$ cat src/sv/skvt_pkg.sv
// Shared types and codes for the sorted key/value table.
// No dependencies; imported by the controller, datapath and top level.
package skvt_pkg;

    localparam int KEY_W   = 32;
    localparam int VAL_W   = 32;
    localparam int OP_W    = 2;
    localparam int ST_W    = 2;
    localparam int CNT_O_W = 5;

    localparam logic [OP_W-1:0] OP_INSERT = 2'd0;
    localparam logic [OP_W-1:0] OP_DELETE = 2'd1;
    localparam logic [OP_W-1:0] OP_LOOKUP = 2'd2;
    localparam logic [OP_W-1:0] OP_UPDATE = 2'd3;

    localparam logic [ST_W-1:0] ST_OK      = 2'd0;
    localparam logic [ST_W-1:0] ST_FULL    = 2'd1;
    localparam logic [ST_W-1:0] ST_DUP     = 2'd2;
    localparam logic [ST_W-1:0] ST_MISSING = 2'd3;

    typedef struct packed {
        logic load;
        logic commit;
    } t_dp_cmd;

endpackage

$ cat src/sv/skvt_ctrl.sv
// Controller for the sorted key/value table: sequences accept and commit,
// owns the output valid. Depends on skvt_pkg.
module skvt_ctrl
    import skvt_pkg::*;
(
    input  logic    i_clk,
    input  logic    i_rst_n,
    input  logic    i_in_valid,
    output logic    o_in_stall,
    output logic    o_out_valid,
    input  logic    i_out_stall,
    output t_dp_cmd o_cmd
);

    localparam logic S_IDLE = 1'b0;
    localparam logic S_EXEC = 1'b1;

    logic r_state, n_state;
    logic r_out_valid, n_out_valid;

    always_comb begin
        o_cmd.load   = (r_state == S_IDLE) && i_in_valid;
        o_cmd.commit = (r_state == S_EXEC) && (!r_out_valid || !i_out_stall);
        n_state      = r_state;
        unique case (r_state)
            S_IDLE: if (i_in_valid) n_state = S_EXEC;
            S_EXEC: if (o_cmd.commit) n_state = S_IDLE;
            default: n_state = S_IDLE;
        endcase
        if (o_cmd.commit) begin
            n_out_valid = 1'b1;
        end else if (!i_out_stall) begin
            n_out_valid = 1'b0;
        end else begin
            n_out_valid = r_out_valid;
        end
    end

    always_ff @(posedge i_clk) begin
        if (!i_rst_n) begin
            r_state     <= S_IDLE;
            r_out_valid <= 1'b0;
        end else begin
            r_state     <= n_state;
            r_out_valid <= n_out_valid;
        end
    end

    assign o_in_stall  = (r_state != S_IDLE);
    assign o_out_valid = r_out_valid;

endmodule

$ cat src/sv/skvt_dp.sv
// Datapath for the sorted key/value table: row of key/value cells with
// parallel compare, one-step shift, count and result registers. Depends on skvt_pkg.
module skvt_dp
    import skvt_pkg::*;
#(
    parameter int CAPACITY = 16,
    parameter int CW       = 5
) (
    input  logic                   i_clk,
    input  logic                   i_rst_n,
    input  t_dp_cmd                i_cmd,
    input  logic [OP_W-1:0]        i_opcode,
    input  logic signed [KEY_W-1:0] i_key,
    input  logic [VAL_W-1:0]       i_value_in,
    output logic [ST_W-1:0]        o_status,
    output logic [VAL_W-1:0]       o_value_out,
    output logic [CNT_O_W-1:0]     o_entry_count,
    output logic [CW-1:0]          o_count
);

    logic signed [KEY_W-1:0] r_key  [CAPACITY];
    logic [VAL_W-1:0]        r_val  [CAPACITY];
    logic signed [KEY_W-1:0] n_key  [CAPACITY];
    logic [VAL_W-1:0]        n_val  [CAPACITY];

    logic [CW-1:0]           r_count, n_count;
    logic [OP_W-1:0]         r_op;
    logic signed [KEY_W-1:0] r_in_key;
    logic [VAL_W-1:0]        r_in_val;
    logic [CAPACITY-1:0]     r_eq, r_lt, n_eq, n_lt;

    logic [ST_W-1:0]         r_status, n_status;
    logic [VAL_W-1:0]        r_vout, n_vout;
    logic [CNT_O_W-1:0]      r_cnt_out;
    logic [CW+CNT_O_W-1:0]   w_cnt_ext;

    logic hit, full, ins_ok, del_ok, upd_ok;
    logic [VAL_W-1:0] found;

    // parallel compare against the incoming key, registered at accept
    always_comb begin
        for (int i = 0; i < CAPACITY; i++) begin
            n_eq[i] = (CW'(i) < r_count) && (r_key[i] == i_key);
            n_lt[i] = (CW'(i) < r_count) && (r_key[i] < i_key);
        end
    end

    always_comb begin
        hit    = |r_eq;
        full   = (r_count == CW'(CAPACITY));
        ins_ok = (r_op == OP_INSERT) && !full && !hit;
        del_ok = (r_op == OP_DELETE) && hit;
        upd_ok = (r_op == OP_UPDATE) && hit;
        found  = '0;
        for (int i = 0; i < CAPACITY; i++) begin
            if (r_eq[i]) found = found | r_val[i];
        end
        n_count = r_count;
        if (ins_ok) n_count = r_count + CW'(1);
        if (del_ok) n_count = r_count - CW'(1);
        n_vout = '0;
        if (r_op == OP_INSERT) begin
            priority if (full) n_status = ST_FULL;
            else if (hit)      n_status = ST_DUP;
            else               n_status = ST_OK;
        end else begin
            n_status = hit ? ST_OK : ST_MISSING;
            if (r_op == OP_LOOKUP && hit) n_vout = found;
        end
    end

    // cells below the insert point keep; the insert point takes the new entry;
    // above it takes the lower neighbor. Delete pulls from the upper neighbor.
    for (genvar g = 0; g < CAPACITY; g++) begin : g_cell
        logic at_pos;
        logic signed [KEY_W-1:0] lo_key, hi_key;
        logic [VAL_W-1:0]        lo_val, hi_val;
        if (g == 0) begin : g_first
            assign at_pos = 1'b1;
            assign lo_key = r_key[g];
            assign lo_val = r_val[g];
        end else begin : g_rest
            assign at_pos = r_lt[g-1];
            assign lo_key = r_key[g-1];
            assign lo_val = r_val[g-1];
        end
        if (g == CAPACITY - 1) begin : g_last
            assign hi_key = r_key[g];
            assign hi_val = r_val[g];
        end else begin : g_mid
            assign hi_key = r_key[g+1];
            assign hi_val = r_val[g+1];
        end

        always_comb begin
            n_key[g] = r_key[g];
            n_val[g] = r_val[g];
            if (ins_ok) begin
                if (!r_lt[g]) begin
                    if (at_pos) begin
                        n_key[g] = r_in_key;
                        n_val[g] = r_in_val;
                    end else begin
                        n_key[g] = lo_key;
                        n_val[g] = lo_val;
                    end
                end
            end else if (del_ok) begin
                if (!r_lt[g]) begin
                    n_key[g] = hi_key;
                    n_val[g] = hi_val;
                end
            end else if (upd_ok) begin
                if (r_eq[g]) n_val[g] = r_in_val;
            end
        end

        always_ff @(posedge i_clk) begin
            if (i_cmd.commit) begin
                r_key[g] <= n_key[g];
                r_val[g] <= n_val[g];
            end
        end
    end

    assign w_cnt_ext = {{CNT_O_W{1'b0}}, n_count};

    always_ff @(posedge i_clk) begin
        if (!i_rst_n) begin
            r_count <= '0;
        end else if (i_cmd.commit) begin
            r_count <= n_count;
        end
    end

    always_ff @(posedge i_clk) begin
        if (i_cmd.load) begin
            r_op     <= i_opcode;
            r_in_key <= i_key;
            r_in_val <= i_value_in;
            r_eq     <= n_eq;
            r_lt     <= n_lt;
        end
        if (i_cmd.commit) begin
            r_status  <= n_status;
            r_vout    <= n_vout;
            r_cnt_out <= w_cnt_ext[CNT_O_W-1:0];
        end
    end

    assign o_status      = r_status;
    assign o_value_out   = r_vout;
    assign o_entry_count = r_cnt_out;
    assign o_count       = r_count;

endmodule

$ cat src/sv/sorted_key_value_table_unit.sv
// Sorted key/value table: up to CAPACITY unique signed keys with values,
// kept in key order in a row of register cells. The accepting beat compares
// the key against every cell at once and registers the match and less-than
// flags; in the execute state that follows, all cells shift or update in one
// step and the result register loads. The input is stalled throughout the
// execute state, which is held while a finished result is held by a stall
// on the output. Entry count leaves the block masked to 5 bits.
// Depends on skvt_pkg, skvt_ctrl, skvt_dp.
module sorted_key_value_table_unit
    import skvt_pkg::*;
#(
    parameter int CAPACITY = 16
) (
    input  logic                    i_clk,
    input  logic                    i_rst_n,
    input  logic                    i_in_valid,
    output logic                    o_in_stall,
    input  logic [OP_W-1:0]         i_opcode,
    input  logic signed [KEY_W-1:0] i_key,
    input  logic [VAL_W-1:0]        i_value_in,
    output logic                    o_out_valid,
    input  logic                    i_out_stall,
    output logic [ST_W-1:0]         o_status,
    output logic [VAL_W-1:0]        o_value_out,
    output logic [CNT_O_W-1:0]      o_entry_count
);

    localparam int CW = $clog2(CAPACITY + 1);

    t_dp_cmd       w_cmd;
    logic [CW-1:0] w_count;

    skvt_ctrl u_ctrl (
        .i_clk       (i_clk),
        .i_rst_n     (i_rst_n),
        .i_in_valid  (i_in_valid),
        .o_in_stall  (o_in_stall),
        .o_out_valid (o_out_valid),
        .i_out_stall (i_out_stall),
        .o_cmd       (w_cmd)
    );

    skvt_dp #(
        .CAPACITY (CAPACITY),
        .CW       (CW)
    ) u_dp (
        .i_clk         (i_clk),
        .i_rst_n       (i_rst_n),
        .i_cmd         (w_cmd),
        .i_opcode      (i_opcode),
        .i_key         (i_key),
        .i_value_in    (i_value_in),
        .o_status      (o_status),
        .o_value_out   (o_value_out),
        .o_entry_count (o_entry_count),
        .o_count       (w_count)
    );

    a_one_at_a_time: assert property (@(posedge i_clk) disable iff (!i_rst_n)
        (i_in_valid && !o_in_stall) |=> o_in_stall)
        else $error("accepted a beat while busy");

    a_count_bound: assert property (@(posedge i_clk) disable iff (!i_rst_n)
        w_count <= CW'(CAPACITY))
        else $error("entry count above capacity");

    a_full_status: assert property (@(posedge i_clk) disable iff (!i_rst_n)
        (o_out_valid && o_status == ST_FULL) |-> (w_count == CW'(CAPACITY)))
        else $error("full status with free slots");

    a_value_only_ok: assert property (@(posedge i_clk) disable iff (!i_rst_n)
        (o_out_valid && o_value_out != '0) |-> (o_status == ST_OK))
        else $error("value returned on failed operation");

endmodule
$ cat config.mk
export PLATFORM = sky130hd
export DESIGN_NAME = sorted_key_value_table_unit
export DESIGN_NICKNAME = d
export VERILOG_FILES = /design/src/sv/skvt_pkg.sv /design/src/sv/skvt_ctrl.sv /design/src/sv/skvt_dp.sv /design/src/sv/sorted_key_value_table_unit.sv
export SDC_FILE = /design/constraint.sdc
export NUM_CORES = 2
export LEC_CHECK = 0
export BUFFER_PORTS_ARGS = -buffer_cell sky130_fd_sc_hd__buf_2
export CORE_AREA = 2 2 393 434
export DETAILED_ROUTE_END_ITERATION = 12
export DIE_AREA = 0 0 395 436
export PLACE_DENSITY_LB_ADDON = 0.05
export SYNTH_ARGS = -nofsm -noshare
export SYNTH_HDL_FRONTEND = slang
export SYNTH_HIERARCHICAL = 1
export SYNTH_SLANG_ARGS = --single-unit
$ cat constraint.sdc
create_clock -name i_clk -period 16.2 [get_ports i_clk]
set_input_delay 0.81 -clock i_clk [delete_from_list [all_inputs] [get_ports i_clk]]
set_output_delay 0.81 -clock i_clk [all_outputs]
set_load 0.005 [all_outputs]
==> run metrics <==
Overflow after GRT 0; Post-synth top flop edfxtp_1; crit path DAT approximately 5.8 ns; Wirelength per Cell 31.4 um; Final setup viols 0; leakage approximately 28 nW; core area 168000 um2; register area 35000 um2; CP Data Required Time roughly 17 ns; most common cell after layout, fill and taps aside edfxtp_1; most frequent cells in the layout 1161 x edfxtp_1, 738 x nand2_1, 641 x a21oi_1, 574 x o21ai_0, 515 x ha_1; VDD IR max ~0.11 mV; status finished, final reports clean; CTS root buf clkbuf_16; Fill cells ~16000; final instance area around 74000 um2; antenna-violating nets left 0; worst-skew pair later-pin latency between 0.8 and 0.9 ns; kind of cell with the highest combined delay on the critical path buffers and inverters; Crit Path Max Fanout around 100; P per Cell Area roughly 98 nW/um2; Max-slew headroom 0.191; async set-reset flop share out of synthesis 0; final wirelength 262 mm; hold crit path type input pin to flip-flop; max-slew violation count 0; Hold Violations, Final 0; Ys Warns 6; crit path buf inv count 4; Non-Filler Instances ~8300; number of global-route vias before repair around 52000; Initial DRT Pass Iterations 8; Post-Syn Area roughly 67000 um2; post-CTS setup buffer count 0; synthesized area per cell roughly 11 um2; drt drc 0; Area growth syn-to-layout 11.0%; io pins approximately 110; max cap viols 0; Port Buf Inserts 110; fmax between 0.15 and 0.2 GHz; share of cells above drive strength 1 0.0932; Crit path largest cell delay 0.86 ns; Die X around 400 um; num rows 158; Post-Synthesis Cells roughly 6000; Worst-path clk slew 0.06 ns; CTS H-tree lvls 4; largest net degree at the start of global routing between 200 and 300; initial antenna violation count 11; CTS tree done; Syn Nets between 6000 and 7000; dpl cell area around 70000 um2; critical path class flip-flop to flip-flop; critical path's most frequent cell buf_4; DIE AREA between 150000 and 200000 um2; distinct cell type count after synthesis 66; Post-synth EDFFs about 1200; dominant cell type by area after synthesis edfxtp_1; GPL Wtd Cong 0.889; Die Y ~440 um; TNS Setup 0 ns; Startpoint Class flip-flop; initial core utilization 0.398; area of the multi-input gates roughly 30000 um2; worst-case clock buffer depth 3; clock net sink count about 1200; Final min period 5.26 ns; register area share after synthesis 0.524; crit-path cells buf_4, nor4_2, nand4_1, or2_4, buf_4, buf_4, buf_4, o21ai_0; Final Skew between 0.03 and 0.04 ns; Resized cells post-CTS 0; RSZ-0062 raised after global routing false; nets ~6600; Via density ~6.4; DR vias between 50000 and 60000; final core utilization 0.442; CP max stage cell buf_4; Seq cells post-synth between 1000 and 1500; total CTS buffers 142; GRT Overall Usage 0.296; first-pass GRT wire length 374 mm; post-placement cell count between 8000 and 9000; DRT iter0 DRCs slightly below 6000; CP endpoint kind flip-flop; hold_buf cts 0; share of the synthesized area in the top cell type 0.522; top post-synthesis cells by area edfxtp_1 52%, ha_1 9.6%, mux2i_1 6.8%; final cycle utilization of the critical path 0.324; post-DP HPWL roughly 160 mm; worst-margin pin slew 1.21 ns
-- metal layers --
layer | global-route usage | wire [um] | vias up
met3 | 0.0467 | 19200 | 627
li1 | - | - | 23500
met5 | 0 | 0 | -
met2 | 0.479 | 121000 | 2475
met1 | 0.392 | 109000 | 26500
met4 | 0.129 | 12500 | 0
-- cell families after synthesis --
group | share of synthesized area
AOI/OAI and AO/OA | 0.192
DFF | 0.524
and+or+nand+nor | 0.0777
buffers and inverters | 0.0351
adders and majority gates | 0.0965
muxes | 0.0736
xor gates and xnor gates | 0.000656
-- synthesized netlist by cell type, types with 23 or more instances --
| library cell | number |
|---|---|
| clkbuf_1 | 334 |
| mux2_2 | 34 |
| and4_1 | 25 |
| o22ai_1 | 449 |
| a21o_1 | 47 |
| a22oi_1 | 65 |
| inv_1 | 99 |
| nor2_1 | 84 |
| edfxtp_1 | 1161 |
| a221oi_1 | 121 |
| mux2i_1 | 453 |
| nand3_1 | 56 |
| nand2_1 | 752 |
| a21oi_1 | 641 |
| ha_1 | 515 |
| and3_1 | 44 |
| a22o_1 | 96 |
| buf_2 | 117 |
| or3_1 | 27 |
| a31oi_1 | 34 |
| nand4_1 | 76 |
| nor3_1 | 23 |
| o21ai_0 | 574 |
-- stage by stage --
step	hold slack [ns]	worst slack [ns]	power, W
3_5_place_dp	0.553	11.05	0.00421
2_1_floorplan	0.522	10.52	0.00393
5_1_grt	0.152	10.66	0.00749
3_3_place_gp	0.547	11.16	0.00420
4_1_cts	0.125	11.08	0.00732
6_report	0.164	10.94	0.00728
-- flip-flops by register name, summed over array words and instances, names as in the netlist, 2 cells and up --
signal,flops
u_dp/r_val,512
u_dp/r_lt,16
u_dp/r_in_val,32
u_dp/r_in_key,32
u_dp/r_key,512
u_dp/r_op,2
u_dp/o_status,2
u_dp/o_value_out,32
u_dp/r_eq,16
u_dp/o_entry_count,5
u_dp/o_count,5
-- final timing paths --
check,startpoint,end,slack [ns],depth (start not counted)
setup / recovery,u_dp/r_eq[12]$_DFFE_PP_,u_dp/r_key[0][54]$_DFFE_PP_,10.94,8
hold reg to reg,u_dp/r_key[1][192]$_DFFE_PP_,u_dp/r_key[1][160]$_DFFE_PP_,0.56,2
hold / removal,i_value_in[15],u_dp/r_in_val[15]$_DFFE_PP_,0.16,1
setup reg to reg,u_dp/r_eq[12]$_DFFE_PP_,u_dp/r_key[0][54]$_DFFE_PP_,10.94,8
-- worst reg2reg max path: cells and delay by family, from the launching register on --
family | cells | cell delay, ns
and+or+nand+nor | 3 | 1.59
AOI/OAI and AO/OA | 1 | 0.32
buffers and inverters | 4 | 2.74
DFF | 1 | 0.32
-- final cells by class --
cell class / instances / share of cell area
multi-input combinational: 4308 / 0.402
antenna: 5 / 0.000169
inverter: 99 / 0.00501
tap: 2240 / 0.0378
timing repair buffer: 272 / 0.0240
clock buffer: 174 / 0.0498
sequential: 1168 / 0.472
clock inverter: 81 / 0.00913
-- power breakdown --
group          internal, W  switching, W
combinational     0.000231      0.000462
clock              0.00175       0.00137
sequential         0.00339     0.0000751
No activity file was read; power rests on OpenSTA's default activity.
